`src/design/tpd_pkg.sv`:
```
// ----------------------------------------------------------------------------
// tpd_pkg: shared types and constants of the touch packet decoder
// Character codes, register indexes, fixed-point constants and the structs
// passed between the front end, the queue and the back end.
// ----------------------------------------------------------------------------
package tpd_pkg;

   // characters
   localparam logic [7:0] CH_T     = 8'h54;
   localparam logic [7:0] CH_R     = 8'h52;
   localparam logic [7:0] CH_CR    = 8'h0d;
   localparam logic [7:0] CH_TAB   = 8'h09;
   localparam logic [7:0] CH_SPACE = 8'h20;
   localparam logic [7:0] CH_PLUS  = 8'h2b;
   localparam logic [7:0] CH_MINUS = 8'h2d;
   localparam logic [7:0] CH_ZERO  = 8'h30;
   localparam logic [7:0] CH_NINE  = 8'h39;

   // packet layout
   localparam logic [3:0] POS_X_FIRST = 4'd1;
   localparam logic [3:0] POS_X_LAST  = 4'd4;
   localparam logic [3:0] POS_Y_FIRST = 4'd6;
   localparam logic [3:0] POS_Y_LAST  = 4'd9;
   localparam logic [3:0] POS_END     = 4'd10;  // last byte of 11

   localparam logic [13:0] RAW_MAX = 14'd1023;

   // register indexes
   localparam logic [2:0] REG_CAL_X_LOW     = 3'd0;
   localparam logic [2:0] REG_CAL_Y_LOW     = 3'd1;
   localparam logic [2:0] REG_CAL_X_HIGH    = 3'd2;
   localparam logic [2:0] REG_CAL_Y_HIGH    = 3'd3;
   localparam logic [2:0] REG_DISP_WIDTH    = 3'd4;
   localparam logic [2:0] REG_DISP_HEIGHT   = 3'd5;
   localparam logic [2:0] REG_SMOOTH_WEIGHT = 3'd6;

   // divider geometry
   localparam int DIV_N_W = 42;
   localparam int DIV_D_W = 18;

   typedef struct packed {
      logic [9:0]  cal_x_low;
      logic [9:0]  cal_y_low;
      logic [9:0]  cal_x_high;
      logic [9:0]  cal_y_high;
      logic [12:0] disp_width;
      logic [12:0] disp_height;
      logic [7:0]  smooth_weight;
   } cfg_type;

   // decoded packet handed to the back end
   typedef struct packed {
      logic       touch;
      logic [9:0] raw_x;
      logic [9:0] raw_y;
   } qitem_type;

endpackage

```
`src/design/tpd_front.sv`:
```
// ----------------------------------------------------------------------------
// tpd_front: byte collector and field parser
// Tracks the byte position, parses both decimal fields on the fly and pushes
// a decoded packet into the queue when the last byte arrives and both fields are in range.
// ----------------------------------------------------------------------------
module tpd_front (
   input  logic                clock,
   input  logic                reset,
   input  logic                req_tvalid,
   output logic                req_tready,
   input  logic [7:0]          req_tdata,   // [7:0] rx_byte
   input  logic                q_full,
   output logic                q_push,
   output tpd_pkg::qitem_type  q_item
);
   import tpd_pkg::*;

   typedef enum logic [2:0] {
      PM_SPACE = 3'b001,
      PM_DIGIT = 3'b010,
      PM_DONE  = 3'b100
   } pmode_type;

   typedef struct packed {
      pmode_type   mode;
      logic        neg;
      logic [13:0] val;
   } field_type;

   localparam field_type FIELD_INIT = '{mode: PM_SPACE, neg: 1'b0, val: 14'd0};

   function automatic field_type field_step(field_type f, logic [7:0] b);
      field_type r;
      logic      is_dig;
      logic      is_sp;
      logic [17:0] acc;
      r      = f;
      is_dig = (b >= CH_ZERO) && (b <= CH_NINE);
      is_sp  = (b == CH_SPACE) || ((b >= CH_TAB) && (b <= CH_CR));
      acc    = 18'(f.val) * 18'd10 + 18'(b - CH_ZERO);
      case (f.mode)
         PM_SPACE: begin
            if (is_sp) begin
               r.mode = PM_SPACE;
            end else if (b == CH_PLUS || b == CH_MINUS) begin
               r.neg  = (b == CH_MINUS);
               r.mode = PM_DIGIT;
            end else if (is_dig) begin
               r.val  = acc[13:0];
               r.mode = PM_DIGIT;
            end else begin
               r.mode = PM_DONE;
            end
         end
         PM_DIGIT: begin
            if (is_dig) begin
               r.val = acc[13:0];
            end else begin
               r.mode = PM_DONE;
            end
         end
         default: r.mode = PM_DONE;
      endcase
      return r;
   endfunction

   function automatic logic field_ok(field_type f);
      return !(f.neg && (f.val != 14'd0)) && (f.val <= RAW_MAX);
   endfunction

   logic [3:0] cnt_ff, cnt_in;
   field_type  fx_ff, fx_in, fy_ff, fy_in;
   logic       touch_ff, touch_in;
   logic       take;

   assign req_tready = !((cnt_ff == POS_END) && q_full);
   assign take       = req_tvalid && req_tready;

   // byte position and parsing
   always_comb begin
      cnt_in   = cnt_ff;
      fx_in    = fx_ff;
      fy_in    = fy_ff;
      touch_in = touch_ff;
      q_push   = 1'b0;
      if (take) begin
         if (cnt_ff == 4'd0) begin
            if (req_tdata == CH_T || req_tdata == CH_R) begin
               touch_in = (req_tdata == CH_T);
               cnt_in   = 4'd1;
               fx_in    = FIELD_INIT;
               fy_in    = FIELD_INIT;
            end
         end else if (req_tdata == CH_CR && cnt_ff != POS_END) begin
            cnt_in = 4'd0;
         end else if (cnt_ff == POS_END) begin
            cnt_in = 4'd0;
            q_push = field_ok(fx_ff) && field_ok(fy_ff);
         end else begin
            cnt_in = cnt_ff + 4'd1;
            if (cnt_ff >= POS_X_FIRST && cnt_ff <= POS_X_LAST) begin
               fx_in = field_step(fx_ff, req_tdata);
            end
            if (cnt_ff >= POS_Y_FIRST && cnt_ff <= POS_Y_LAST) begin
               fy_in = field_step(fy_ff, req_tdata);
            end
         end
      end
   end

   assign q_item = '{touch: touch_ff, raw_x: fx_ff.val[9:0], raw_y: fy_ff.val[9:0]};

   always_ff @(posedge clock) begin
      if (reset) begin
         cnt_ff <= 4'd0;
      end else begin
         cnt_ff <= cnt_in;
      end
      fx_ff    <= fx_in;
      fy_ff    <= fy_in;
      touch_ff <= touch_in;
   end

endmodule

```
`src/design/tpd_queue.sv`:
```
// ----------------------------------------------------------------------------
// tpd_queue: two-entry packet queue
// Decouples the byte parser from the arithmetic back end.
// ----------------------------------------------------------------------------
module tpd_queue (
   input  logic                clock,
   input  logic                reset,
   input  logic                push,
   input  tpd_pkg::qitem_type  push_item,
   output logic                full,
   input  logic                pop,
   output logic                not_empty,
   output tpd_pkg::qitem_type  pop_item
);
   import tpd_pkg::*;

   qitem_type  mem_ff [2];
   logic       wp_ff, wp_in, rp_ff, rp_in;
   logic [1:0] cnt_ff, cnt_in;

   assign full      = (cnt_ff == 2'd2);
   assign not_empty = (cnt_ff != 2'd0);
   assign pop_item  = mem_ff[rp_ff];

   // pointer and fill update
   always_comb begin
      wp_in  = push ? !wp_ff : wp_ff;
      rp_in  = pop ? !rp_ff : rp_ff;
      cnt_in = cnt_ff + {1'b0, push} - {1'b0, pop};
   end

   always_ff @(posedge clock) begin
      if (reset) begin
         wp_ff  <= 1'b0;
         rp_ff  <= 1'b0;
         cnt_ff <= 2'd0;
      end else begin
         wp_ff  <= wp_in;
         rp_ff  <= rp_in;
         cnt_ff <= cnt_in;
      end
      if (push) begin
         mem_ff[wp_ff] <= push_item;
      end
   end

endmodule

```
`src/design/tpd_divider.sv`:
```
// ----------------------------------------------------------------------------
// tpd_divider: shared signed radix-2 divider
// Truncating signed division, one quotient bit per cycle, 42 steps.
// ----------------------------------------------------------------------------
module tpd_divider (
   input  logic                                clock,
   input  logic                                reset,
   input  logic                                start,
   input  logic signed [tpd_pkg::DIV_N_W-1:0]  dividend,
   input  logic signed [tpd_pkg::DIV_D_W-1:0]  divisor,
   output logic                                done,
   output logic signed [tpd_pkg::DIV_N_W-1:0]  quotient
);
   import tpd_pkg::*;

   logic                   busy_ff, busy_in, done_ff, done_in, neg_ff, neg_in;
   logic [5:0]             cnt_ff, cnt_in;
   logic [DIV_D_W-1:0]     rem_ff, rem_in, dmag_ff, dmag_in;
   logic [DIV_N_W-1:0]     quo_ff, quo_in, res_ff, res_in;
   logic [DIV_D_W:0]       rem_sh;
   logic                   ge;

   // restoring step
   always_comb begin
      busy_in = busy_ff;
      done_in = 1'b0;
      neg_in  = neg_ff;
      cnt_in  = cnt_ff;
      rem_in  = rem_ff;
      dmag_in = dmag_ff;
      quo_in  = quo_ff;
      res_in  = res_ff;
      rem_sh  = {rem_ff, quo_ff[DIV_N_W-1]};
      ge      = rem_sh >= {1'b0, dmag_ff};
      if (start && !busy_ff) begin
         busy_in = 1'b1;
         cnt_in  = 6'(DIV_N_W - 1);
         rem_in  = '0;
         quo_in  = dividend[DIV_N_W-1] ? DIV_N_W'(-dividend) : DIV_N_W'(dividend);
         dmag_in = divisor[DIV_D_W-1] ? DIV_D_W'(-divisor) : DIV_D_W'(divisor);
         neg_in  = dividend[DIV_N_W-1] ^ divisor[DIV_D_W-1];
      end else if (busy_ff) begin
         rem_in = ge ? DIV_D_W'(rem_sh - {1'b0, dmag_ff}) : rem_sh[DIV_D_W-1:0];
         quo_in = {quo_ff[DIV_N_W-2:0], ge};
         cnt_in = cnt_ff - 6'd1;
         if (cnt_ff == 6'd0) begin
            busy_in = 1'b0;
            done_in = 1'b1;
            res_in  = neg_ff ? DIV_N_W'(-quo_in) : quo_in;
         end
      end
   end

   assign done     = done_ff;
   assign quotient = signed'(res_ff);

   always_ff @(posedge clock) begin
      if (reset) begin
         busy_ff <= 1'b0;
         done_ff <= 1'b0;
      end else begin
         busy_ff <= busy_in;
         done_ff <= done_in;
      end
      neg_ff  <= neg_in;
      cnt_ff  <= cnt_in;
      rem_ff  <= rem_in;
      dmag_ff <= dmag_in;
      quo_ff  <= quo_in;
      res_ff  <= res_in;
   end

endmodule

```
`src/design/tpd_back.sv`:
```
// ----------------------------------------------------------------------------
// tpd_back: calibration, smoothing and screen scaling
// Sequencer over both axes that shares one divider, then the change test
// and the result register.
// ----------------------------------------------------------------------------
module tpd_back (
   input  logic                clock,
   input  logic                reset,
   input  tpd_pkg::cfg_type    cfg,
   input  logic                q_valid,
   input  tpd_pkg::qitem_type  q_item,
   output logic                q_pop,
   output logic                rsp_tvalid,
   input  logic                rsp_tready,
   output logic [31:0]         rsp_tdata   // [12:0] pos_x, [25:13] pos_y, [26] moved,
                                           // [27] touch_changed, [28] touched
);
   import tpd_pkg::*;

   typedef enum logic [9:0] {
      ST_IDLE     = 10'b0000000001,
      ST_CAL_MUL  = 10'b0000000010,
      ST_CAL_GO   = 10'b0000000100,
      ST_CAL_WAIT = 10'b0000001000,
      ST_BLD_MUL  = 10'b0000010000,
      ST_BLD_GO   = 10'b0000100000,
      ST_BLD_WAIT = 10'b0001000000,
      ST_SCR_MUL  = 10'b0010000000,
      ST_SCR_DIV  = 10'b0100000000,
      ST_FIN      = 10'b1000000000
   } state_type;

   state_type                  state_ff, state_in;
   qitem_type                  item_ff, item_in;
   logic                       axis_ff, axis_in, zero_ff, zero_in;
   logic signed [27:0]         v_ff, v_in;
   logic signed [DIV_N_W-1:0]  opn_ff, opn_in;
   logic signed [DIV_D_W-1:0]  opd_ff, opd_in;
   logic [28:0]                prod_ff, prod_in;
   logic [12:0]                rx_ff, rx_in, ry_ff, ry_in;
   logic [12:0]                last_x_ff, last_x_in, last_y_ff, last_y_in;
   logic                       last_touch_ff, last_touch_in, rel_ff, rel_in;
   logic                       rsp_valid_ff, rsp_valid_in;
   logic [31:0]                rsp_data_ff, rsp_data_in;

   logic                       div_start, div_done;
   logic signed [DIV_N_W-1:0]  div_q;

   logic [9:0]                 raw, lo, hi;
   logic signed [10:0]         diff, span;
   logic [12:0]                size, last;
   logic [20:0]                lw;
   logic signed [27:0]         cal;
   logic [15:0]                scl_op;
   logic [28:0]                scr_sum;
   logic [12:0]                clamp;
   logic                       moved, tchg;

   tpd_divider u_div (
      .clock    (clock),
      .reset    (reset),
      .start    (div_start),
      .dividend (opn_ff),
      .divisor  (opd_ff),
      .done     (div_done),
      .quotient (div_q)
   );

   assign div_start = (state_ff == ST_CAL_GO) || (state_ff == ST_BLD_GO);

   // per-axis operand selection
   always_comb begin
      raw   = axis_ff ? item_ff.raw_y : item_ff.raw_x;
      lo    = axis_ff ? cfg.cal_y_low : cfg.cal_x_low;
      hi    = axis_ff ? cfg.cal_y_high : cfg.cal_x_high;
      size  = axis_ff ? cfg.disp_height : cfg.disp_width;
      last  = axis_ff ? last_y_ff : last_x_ff;
      diff  = signed'({1'b0, raw}) - signed'({1'b0, lo});
      span  = signed'({1'b0, hi}) - signed'({1'b0, lo});
      lw    = 21'(last) * 21'(cfg.smooth_weight);
      cal   = 28'sd8192 + (zero_ff ? 28'sd0 : div_q[27:0]);
      // scaling operand: negative lands on 0, 65535 and above on full size
      if (v_ff[27]) begin
         scl_op = 16'd0;
      end else if (v_ff >= 28'sd65535) begin
         scl_op = 16'hffff;
      end else begin
         scl_op = v_ff[15:0];
      end
      // floor(p / 65535) for p below 2^29: (p + (p >> 16) + 1) >> 16
      scr_sum = prod_ff + 29'(prod_ff[28:16]) + 29'd1;
      clamp   = scr_sum[28:16];
      moved = (rx_ff != last_x_ff) || (ry_ff != last_y_ff);
      tchg  = item_ff.touch != last_touch_ff;
   end

   // sequencer
   always_comb begin
      state_in      = state_ff;
      item_in       = item_ff;
      axis_in       = axis_ff;
      zero_in       = zero_ff;
      v_in          = v_ff;
      opn_in        = opn_ff;
      opd_in        = opd_ff;
      prod_in       = prod_ff;
      rx_in         = rx_ff;
      ry_in         = ry_ff;
      last_x_in     = last_x_ff;
      last_y_in     = last_y_ff;
      last_touch_in = last_touch_ff;
      rel_in        = rel_ff;
      rsp_valid_in  = rsp_valid_ff && !rsp_tready;
      rsp_data_in   = rsp_data_ff;
      q_pop         = 1'b0;
      case (state_ff)
         ST_IDLE: begin
            if (q_valid) begin
               q_pop    = 1'b1;
               item_in  = q_item;
               axis_in  = 1'b0;
               state_in = ST_CAL_MUL;
            end
         end
         ST_CAL_MUL: begin
            opn_in   = DIV_N_W'(diff) * 42'sd49152;
            opd_in   = DIV_D_W'(span);
            zero_in  = (span == 11'sd0);
            state_in = ST_CAL_GO;
         end
         ST_CAL_GO: state_in = ST_CAL_WAIT;
         ST_CAL_WAIT: begin
            if (div_done) begin
               v_in     = axis_ff ? (28'sd65535 - cal) : cal;
               state_in = rel_ff ? ST_SCR_MUL : ST_BLD_MUL;
            end
         end
         ST_BLD_MUL: begin
            opn_in   = DIV_N_W'(signed'(28'(lw)) + v_ff);
            opd_in   = DIV_D_W'({1'b0, cfg.smooth_weight} + 9'd1);
            state_in = ST_BLD_GO;
         end
         ST_BLD_GO: state_in = ST_BLD_WAIT;
         ST_BLD_WAIT: begin
            if (div_done) begin
               v_in     = div_q[27:0];
               state_in = ST_SCR_MUL;
            end
         end
         ST_SCR_MUL: begin
            prod_in  = 29'(scl_op) * 29'(size);
            state_in = ST_SCR_DIV;
         end
         ST_SCR_DIV: begin
            if (axis_ff) begin
               ry_in    = clamp;
               state_in = ST_FIN;
            end else begin
               rx_in    = clamp;
               axis_in  = 1'b1;
               state_in = ST_CAL_MUL;
            end
         end
         ST_FIN: begin
            if (!rsp_valid_ff || rsp_tready) begin
               last_x_in     = rx_ff;
               last_y_in     = ry_ff;
               last_touch_in = item_ff.touch;
               rel_in        = !item_ff.touch;
               if (moved || tchg) begin
                  rsp_valid_in = 1'b1;
                  rsp_data_in  = {3'b000, item_ff.touch, tchg, moved, ry_ff, rx_ff};
               end
               state_in = ST_IDLE;
            end
         end
         default: state_in = ST_IDLE;
      endcase
   end

   assign rsp_tvalid = rsp_valid_ff;
   assign rsp_tdata  = rsp_data_ff;

   always_ff @(posedge clock) begin
      if (reset) begin
         state_ff      <= ST_IDLE;
         last_x_ff     <= 13'd0;
         last_y_ff     <= 13'd0;
         last_touch_ff <= 1'b0;
         rel_ff        <= 1'b0;
         rsp_valid_ff  <= 1'b0;
      end else begin
         state_ff      <= state_in;
         last_x_ff     <= last_x_in;
         last_y_ff     <= last_y_in;
         last_touch_ff <= last_touch_in;
         rel_ff        <= rel_in;
         rsp_valid_ff  <= rsp_valid_in;
      end
      item_ff     <= item_in;
      axis_ff     <= axis_in;
      zero_ff     <= zero_in;
      v_ff        <= v_in;
      opn_ff      <= opn_in;
      opd_ff      <= opd_in;
      prod_ff     <= prod_in;
      rx_ff       <= rx_in;
      ry_ff       <= ry_in;
      rsp_data_ff <= rsp_data_in;
   end

endmodule

```
`src/design/touch_packet_decoder_core.sv`:
```
// ----------------------------------------------------------------------------
// touch_packet_decoder_core: serial touch panel packet decoder
// Collects ASCII touch packets byte by byte and reports calibrated,
// smoothed and scaled screen positions.
// ----------------------------------------------------------------------------
// Bytes are taken one per cycle; the front end parses the X and Y fields as
// they arrive and hands each complete packet with in-range fields to a
// two-entry queue. The back end works a packet axis by axis, and blending is
// skipped when the previous packet was a release: each calibration and
// each blend is a signed division on one shared radix-2 divider of 42
// steps after operand setup, and the scaling to screen size is a multiply
// followed by a shift-add reciprocal step on each axis; the back end also
// pops the queue before and posts the result after this work. A result that
// waits on the output holds the back end. The byte input stalls only when
// the last byte of a packet arrives with the queue full. A result is shown
// only when position or touch state changed.
module touch_packet_decoder_core (
   input  logic         clock,
   input  logic         reset,
   input  logic         req_tvalid,
   output logic         req_tready,
   input  logic [7:0]   req_tdata,   // [7:0] rx_byte
   output logic         rsp_tvalid,
   input  logic         rsp_tready,
   output logic [31:0]  rsp_tdata,   // [12:0] pos_x, [25:13] pos_y, [26] moved,
                                     // [27] touch_changed, [28] touched
   input  logic         csr_we,
   input  logic [2:0]   csr_index,
   input  logic [12:0]  csr_wdata
);
   import tpd_pkg::*;

   cfg_type    cfg_ff, cfg_in;
   logic       q_push, q_full, q_pop, q_valid;
   qitem_type  q_in_item, q_out_item;

   // configuration writes
   always_comb begin
      cfg_in = cfg_ff;
      if (csr_we) begin
         case (csr_index)
            REG_CAL_X_LOW:     cfg_in.cal_x_low     = csr_wdata[9:0];
            REG_CAL_Y_LOW:     cfg_in.cal_y_low     = csr_wdata[9:0];
            REG_CAL_X_HIGH:    cfg_in.cal_x_high    = csr_wdata[9:0];
            REG_CAL_Y_HIGH:    cfg_in.cal_y_high    = csr_wdata[9:0];
            REG_DISP_WIDTH:    cfg_in.disp_width    = csr_wdata;
            REG_DISP_HEIGHT:   cfg_in.disp_height   = csr_wdata;
            REG_SMOOTH_WEIGHT: cfg_in.smooth_weight = csr_wdata[7:0];
            default:           cfg_in = cfg_ff;
         endcase
      end
   end

   always_ff @(posedge clock) begin
      if (reset) begin
         cfg_ff <= '{cal_x_low: 10'd128, cal_y_low: 10'd128,
                     cal_x_high: 10'd896, cal_y_high: 10'd896,
                     disp_width: 13'd1024, disp_height: 13'd768,
                     smooth_weight: 8'd0};
      end else begin
         cfg_ff <= cfg_in;
      end
   end

   tpd_front u_front (
      .clock      (clock),
      .reset      (reset),
      .req_tvalid (req_tvalid),
      .req_tready (req_tready),
      .req_tdata  (req_tdata),
      .q_full     (q_full),
      .q_push     (q_push),
      .q_item     (q_in_item)
   );

   tpd_queue u_queue (
      .clock     (clock),
      .reset     (reset),
      .push      (q_push),
      .push_item (q_in_item),
      .full      (q_full),
      .pop       (q_pop),
      .not_empty (q_valid),
      .pop_item  (q_out_item)
   );

   tpd_back u_back (
      .clock      (clock),
      .reset      (reset),
      .cfg        (cfg_ff),
      .q_valid    (q_valid),
      .q_item     (q_out_item),
      .q_pop      (q_pop),
      .rsp_tvalid (rsp_tvalid),
      .rsp_tready (rsp_tready),
      .rsp_tdata  (rsp_tdata)
   );

   // queue is never pushed while full
   a_no_overflow: assert property (@(posedge clock) disable iff (reset)
      q_push |-> !q_full) else $error("packet queue overflow");

   // queue is never popped while empty
   a_no_underflow: assert property (@(posedge clock) disable iff (reset)
      q_pop |-> q_valid) else $error("packet queue underflow");

   // every shown result reports a change
   a_result_changed: assert property (@(posedge clock) disable iff (reset)
      rsp_tvalid |-> (rsp_tdata[26] || rsp_tdata[27])) else $error("result without change");

   // positions stay inside the screen
   a_clamped: assert property (@(posedge clock) disable iff (reset)
      rsp_tvalid |-> (rsp_tdata[12:0] <= cfg_ff.disp_width) &&
                     (rsp_tdata[25:13] <= cfg_ff.disp_height))
      else $error("position outside screen");

endmodule
```
`config.mk`:
```
export PLATFORM = sky130hd
export DESIGN_NAME = touch_packet_decoder_core
export DESIGN_NICKNAME = d
export VERILOG_FILES = /design/src/design/tpd_pkg.sv /design/src/design/tpd_front.sv /design/src/design/tpd_queue.sv /design/src/design/tpd_divider.sv /design/src/design/tpd_back.sv /design/src/design/touch_packet_decoder_core.sv
export SDC_FILE = /design/constraint.sdc
export NUM_CORES = 2
export LEC_CHECK = 0
export BUFFER_PORTS_ARGS = -buffer_cell sky130_fd_sc_hd__buf_2
export CAP_MARGIN = 20
export CELL_PAD_IN_SITES_DETAIL_PLACEMENT = 1
export CELL_PAD_IN_SITES_GLOBAL_PLACEMENT = 2
export CORE_MARGIN = 2
export CORE_UTILIZATION = 45
export CTS_CLUSTER_SIZE = 30
export DETAILED_ROUTE_END_ITERATION = 8
export GPL_TIMING_DRIVEN = 0
export PLACE_DENSITY_LB_ADDON = 0.1
export SLEW_MARGIN = 20
export SYNTH_ARGS = -nofsm -noshare
export SYNTH_HDL_FRONTEND = slang
export SYNTH_SLANG_ARGS = --single-unit
```
`constraint.sdc`:
```
create_clock -name clock -period 11.08 [get_ports clock]
set_clock_uncertainty 0.1 [all_clocks]
set_input_delay 1.108 -clock clock [delete_from_list [all_inputs] [get_ports clock]]
set_output_delay 1.108 -clock clock [all_outputs]
set_load 0.02 [all_outputs]
```
== Yosys cells after proc, flatten, opt, wreduce, memory -nomap -nowiden ==
Memories as Yosys holds them, arrays and structs flattened. A register that Yosys moved wholly into a read port is not among the register bits.
Cells that the tools add are included.
W data, S select, Z words.

* Bits in writable memories: 42
* Register bits after elaboration: 447
* Memories: 1
* Input bits: 29
* Output and inout bits: 34
* Word-level logic and storage cells: 276

* $mul: 5
* Eq/ne operators: 46
* Magnitude comparators: 12
* Bitwise operators: 4
* Add/sub/neg operators: 19
* Multiplexer cells: 74
* Reduce and logical (&&, ||, !) cells: 73

{| class="wikitable"
|+ Memories
! memory !! words !! bits a word !! read ports !! clocked after memory_dff !! write ports !! line !! text
|-
| u_queue.mem_ff || 2 || 21 || 1 || 1 || 1 || tpd_queue.sv:17 || <nowiki>qitem_type mem_ff [2];</nowiki>
|}

{| class="wikitable"
|+ Operators by type and width
! kind !! number
|-
| $mux W18 || 10
|-
| $mux W28 || 5
|-
| $mux W42 || 3
|-
| $pmux W10 S10 || 1
|-
| $pmux W42 S2 || 1
|-
| $mux W10 || 8
|-
| $mux W14 || 4
|-
| $pmux W14 S2 || 2
|-
| $pmux W28 S2 || 1
|-
| $neg A42 Y42 || 1
|-
| $pmux W18 S2 || 1
|-
| $mux W16 || 2
|-
| $reduce_and A8 Y1 || 4
|-
| $mux W15 || 2
|-
| $add A22 B28 Y29 || 1
|-
| $add A29 B1 Y29 const B || 1
|-
| $add A29 B13 Y29 || 1
|-
| $mul A16 B13 Y29 || 1
|-
| $add A14 B14 Y14 || 2
|-
| $add A14 B28 Y28 const A || 1
|-
| $ge A28 B17 Y1 const B || 1
|-
| $le A14 B10 Y1 const B || 2
|-
| $mul A14 B3 Y13 const B || 2
|-
| $neg A28 Y28 || 1
|-
| other kinds (70) || 175
|}

== Depth between registers and ports, before layout ==
* Depth after elaboration: 11
* Gate-level depth with buffers: 29
* Depth with buffers taken out: 27

== By module ==
Synthesis repeated with hierarchy kept, for this count alone.

* Cells, all modules: 4050
* Area total of the unflattened synthesis: 39332.7 um2

{| class="wikitable"
|+ By module, submodules not included
! module !! area an instance (um2) !! cells each !! instances
|-
| tpd_back || 22409.0 || 2400 || 1
|-
| tpd_divider || 7653.6 || 771 || 1
|-
| tpd_front || 4471.8 || 519 || 1
|-
| touch_packet_decoder_core || 2984.1 || 274 || 1
|-
| tpd_queue || 1814.2 || 86 || 1
|}

== Worst setup path before layout ==
No wires, ideal clock.

* Kind: flip-flop to flip-flop
* Start: register u_back.axis_ff
* End: register u_back.opn_ff[22], data pin
* Stages on the path, launching flop included: 27
* Setup time: 0.259 ns
* Setup slack: 3.948 ns
* Arrival: 6.774 ns
* Cells stage by stage: edfxtp_1 clkbuf_1 buf_1 mux2i_1 nand2b_1 fa_1 fa_1 inv_1 fa_1 fa_1 ha_1 and2_1 a31oi_1 a21oi_1 a41oi_1 a21oi_1 a21oi_1 o21bai_1 xor2_1 ha_1 and3_1 and2_1 a31oi_1 o21ai_0 o221a_2 and3b_1 o31a_1

* Word-level cells in the longest chain between the ends: 4
* Elaborated cells between the ends (all ways): 8
* Those cells by class: add/sub (2); mul (2); mux (4)

{| class="wikitable"
|+ Ends and longest elaborated chain
! element !! line !! text
|-
| start: declaration || tpd_back.sv:35 || <nowiki>logic axis_ff, axis_in, zero_ff, zero_in;</nowiki>
|-
| start signal: assignment || tpd_back.sv:201 || <nowiki>axis_ff <= axis_in;</nowiki>
|-
| $mux W13, or another cell as far along || tpd_back.sv:77 || <nowiki>last = axis_ff ? last_y_ff : last_x_ff;</nowiki>
|-
| $mul A13 B8 Y21 / $sub A10 B10 Y11 (equally long branches) || tpd_back.sv:80, tpd_back.sv:78 ||
|-
| $add A22 B28 Y29 / $mul A11 B3 Y14 (equally long branches) || tpd_back.sv:139, tpd_back.sv:126 ||
|-
| $pmux W42 S2 * || tpd_back.sv:116 || <nowiki>case (state_ff)</nowiki>
|-
| named net u_back.opn_in[22] || tpd_back.sv:37 || <nowiki>logic signed [DIV_N_W-1:0] opn_ff, opn_in;</nowiki>
|-
| end signal: assignment || tpd_back.sv:204 || <nowiki>opn_ff <= opn_in;</nowiki>
|-
| end: declaration || tpd_back.sv:37 ||
|}

Mark *: on every way through the listed nets, which the timed path passes. The rest lies on a longest branch.
A chain may end at the register's enable or synchronous reset.

== Final worst setup path ==
* Start: register u_back.axis_ff
* End: register u_back.prod_ff[28], data pin

* Word-level cells in the longest chain between the ends: 2

{| class="wikitable"
|+ Ends and longest elaborated chain
! element !! line !! text
|-
| $mux W13 || tpd_back.sv:76 || <nowiki>size = axis_ff ? cfg.disp_height : cfg.disp_width;</nowiki>
|-
| $mul A16 B13 Y29 || tpd_back.sv:151 || <nowiki>prod_in = 29'(scl_op) * 29'(size);</nowiki>
|-
| end signal: assignment || tpd_back.sv:206 || <nowiki>prod_ff <= prod_in;</nowiki>
|-
| end: declaration || tpd_back.sv:39 || <nowiki>logic [28:0] prod_ff, prod_in;</nowiki>
|}

No other way between the ends.

==> impl_metrics.csv <==
group,metric,value,unit
synth,ys_seq_elements,490,
detailed_routing,wirelength,112000,um
die,rows,105,
place,port_buffers,56,
cts,cts_tree,"done",
cts,hold_buffers,0,
timing,tightest_slew,1.12,ns
global_routing,antenna_found_initial,2,
critical_path,cp.arrival,9.52,ns
synth,async_reset_ff_share,0,%
final_layout,syn2layout_area_growth,10.3,%
detailed_routing,ant_nets,0,
detailed_routing,vias,29082,
timing,setup_violations,0,
global_routing,grt_max_degree,30,
pwr,clock_power_share,34.8,%
synth,synth_warnings,0,
timing,fin_crit_sh,83.8,%
cts,cts_made_buffers,56,
synth,ys_seq_area_share,35.5,%
pwr,p_int,3.82,mW
timing,hold_ws,0.356,ns
synth,synthCells,3946,
detailed_routing,drc,0,
detailed_routing,drt_iter0_markers,1675,
hold_path,hold_class,"register to register",
job,drv_cap,0,
place,place.gp.congestion,0.885,
place,dp_hpwl,88400,um
synth,synth_area,37300,um^2
critical_path,max_stage_delay,0.89,ns
synth,synth_edf_count,343,
final_layout,final_cell_count_no_fill,5202,
final_layout,fillCellCount,9401,
critical_path,crit_fanout,10,
global_routing,track_usage,26.7,%
pwr,p_leak,17.1,nW
global_routing,grt_first_pass_wirelength,178000,um
die,dieArea,85300,um^2
critical_path,cp-start-kind,"register",
global_routing,overflow,0,
cts,cts_root_buf,"clkbuf_16",
final_layout,diodes,0,
cts,insertion_delay,0.65,ns
critical_path,crit_path_end_kind,"register",
pwr,p_seq_share,37.8,%
status,status,"completed",
detailed_routing,routed_via_density,5.59,
critical_path,startpoint,"u_back.axis_ff",
hold_path,holdCritStartpoint,"cfg_ff[39]",
cts,ctsHtreeMaxLevel,2,
timing,fin_crit,9.28,ns
critical_path,critPathKind,"register to register",
cts,cts_buffer_depth,3,
die,coreArea,82100,um^2
place,dp_cells,5095,
timing,rsz0062_at_grt,"false",
timing,final_hold_viol_count,0,
timing,finalSetupTns,0,ns
final_layout,drive_gt1_share,6.73,%
die,dieHeight,292,um
critical_path,r2r-start,"u_back.axis_ff",
cts,clk_pin_slew,0.06,ns
global_routing,grt_pass1_vias,30871,
pwr,power_frac_comb,27.4,%
detailed_routing,drt_pass1_iterations,7,
synth,yosys_most_used_dff,"edfxtp_1",
die,ios,63,
pwr,swShare,32.1,%
final_layout,fin_util,50.2,%
detailed_routing,wl_per_cell,21.6,um
pwr,p_sw,1.80,mW
pwr,vdd_drop_max,0.127,mV
critical_path,crit_path_frequent_cell,"fa_1",
critical_path,rrSetupSlack,1.80,ns
timing,max_freq,108,MHz
pwr,power_density,136,nW/um^2
die,die_w,292,um
final_layout,nets,4624,
cts,postCtsSetupBuffers,0,
timing,maxSlewHeadroom,24.4,%
critical_path,worstPathCellList,"clkbuf_1 -> clkbuf_1 -> mux2i_1 -> clkbuf_1 -> nor2_1 -> fa_1 -> inv_1 -> fa_1 -> inv_1 -> fa_1 -> inv_1 -> fa_1 -> fa_1 -> inv_1 -> ha_1 -> o21a_1 -> a2111oi_0 -> o31ai_1 -> a31oi_1 -> a31oi_1 -> a311o_1 -> a21oi_1 -> xnor2_1",
synth,synth.avg_cell_area,9.46,um^2
critical_path,cp.required,11.32,ns
die,start_util,45.5,%
cts,cts_resized,0,
cts,clock-sinks,490,
timing,final-max-slew-violation-count,0,
critical_path,crit_path_top_delay_cell,"mux2i_1",
synth,ys_types,81,
[worst max-delay path: cells and delay by family, from the launching register on]
kind,cells,cell delay (ns)
compound gates,7,2.21
buf+inv,7,2.24
mux,1,0.89
fa+ha+maj,6,2.96
flops,1,0.32
simple gates,1,0.14
xor+xnor,1,0.13
[layer usage]
layer  track usage (%)  share of wire [%]
met5                 0              0.014
met4              6.71                2.4
met3              2.94                3.5
met2              45.8                 48
met1              36.0                 46
[power groups by stage]
stage / Combinational (mW) / Clock (mW) / Sequential, mW
global route: 1.75 / 2.06 / 2.13
global placement: 1.49 / 0 / 2.16
floorplan: 1.10 / 0 / 2.14
detailed placement: 1.53 / 0 / 2.16
CTS: 1.56 / 1.99 / 2.12
finish: 1.54 / 1.96 / 2.12
[state kept, by name (all words and copies together) (netlist names), 2 cells and up]
signal	flops
cfg_ff	74
u_back.u_div.quo_ff	42
u_queue.mem_ff	42
u_back.opn_ff	29
u_back.prod_ff	29
u_back.rsp_tdata	29
u_back.u_div.quotient	28
u_back.v_ff	28
u_back.item_ff	21
u_front.q_item	20
u_back.u_div.dmag_ff	18
u_back.u_div.rem_ff	18
u_back.last_x_ff	13
u_back.last_y_ff	13
u_back.rx_ff	13
u_back.ry_ff	13
u_back.opd_ff	11
u_back.state_ff	10
u_front.fx_ff	8
u_front.fy_ff	8
u_back.u_div.cnt_ff	6
u_front.cnt_ff	4
u_queue.cnt_ff	2
[Yosys cell counts, types with 9 or more instances]
master	count	area, um^2
dfxtp_1	147	2940
nand2_1	561	2110
nor4_1	26	163
a311oi_1	9	78.8
a21o_1	42	315
a211oi_1	34	255
a21oi_1	273	1370
nand3b_1	22	165
nand4_1	29	181
o211ai_1	13	97.6
or3_1	27	169
xnor2_1	146	1280
inv_1	394	1480
nor3_1	56	280
o41ai_1	15	131
edfxtp_1	343	10300
nor2b_1	57	357
nor2_1	324	1220
o21bai_1	21	158
xor2_1	112	981
or4_1	10	75.1
a21boi_0	15	113
or2_2	9	56.3
fa_1	229	4580
clkbuf_1	117	439
mux2i_1	54	541
o21ai_1	14	70.1
nand3_1	59	295
o21a_1	18	135
nand2b_1	32	200
nor3b_1	12	90.1
and3_1	29	181
and2_1	61	382
o21ai_0	142	711
a31oi_1	10	62.6
o31ai_1	26	195
ha_1	282	3530
mux2_2	62	698
[final cells by class]
type	count	area, um^2	share of cell area, %
multi-input combinational	2932	22200	53.9
sequential	490	13200	32.1
clock buffer	71	1520	3.69
inverter	395	1480	3.60
tap	1070	1340	3.25
buffer	138	551	1.34
timing repair buffer	71	465	1.13
clock inverter	35	413	1.00
[path summary, 6_finish.rpt]
kind | end | cells after the start
max reg2reg | u_back.prod_ff[28] | 23
min | cfg_ff[39] | 2
max | u_back.prod_ff[28] | 23
min reg2reg | cfg_ff[39] | 2
[layout by cell type (no fill, tap or decap), types with 11 or more instances in the layout]
cell | Yosys | final
o41ai_1 | 15 | 14
o211ai_1 | 13 | 13
o21bai_1 | 21 | 21
nand2_1 | 561 | 560
a211oi_1 | 34 | 33
nand3_1 | 59 | 59
nand4_1 | 29 | 29
xnor2_1 | 146 | 146
buf_4 | 6 | 11
nand2b_1 | 32 | 32
o31ai_1 | 26 | 26
a21boi_0 | 15 | 15
clkbuf_16 | 0 | 58
and2_1 | 61 | 61
a21oi_1 | 273 | 273
dfxtp_1 | 147 | 147
nor4_1 | 26 | 26
nand3b_1 | 22 | 22
or3_1 | 27 | 27
o21ai_1 | 14 | 14
inv_1 | 394 | 393
ha_1 | 282 | 282
mux2_2 | 62 | 62
nor3_1 | 56 | 54
buf_2 | 8 | 64
mux2i_1 | 54 | 52
xor2_1 | 112 | 112
edfxtp_1 | 343 | 343
fa_1 | 229 | 229
and3_1 | 29 | 29
a21o_1 | 42 | 42
clkbuf_1 | 117 | 128
o21a_1 | 18 | 18
nor2_1 | 324 | 321
o21ai_0 | 142 | 141
nor2b_1 | 57 | 55
[per-stage QoR]
step	total power [mW]	setup slack [ns]	area, um^2
global placement	3.65	1.79	39000
detailed placement	3.69	1.83	39300
CTS	5.67	1.79	41200
floorplan	3.24	3.95	37400
global route	5.94	1.27	41200
finish	5.62	1.80	41200
[cells by family after synthesis]
logic type | synth area share (%)
compound gates | 11.3
xor+xnor | 6.05
fa+ha+maj | 21.7
buf+inv | 5.44
flops | 35.5
mux | 3.32
other cells | 0.0100
simple gates | 16.7
Power figures use the tool's default switching activity.
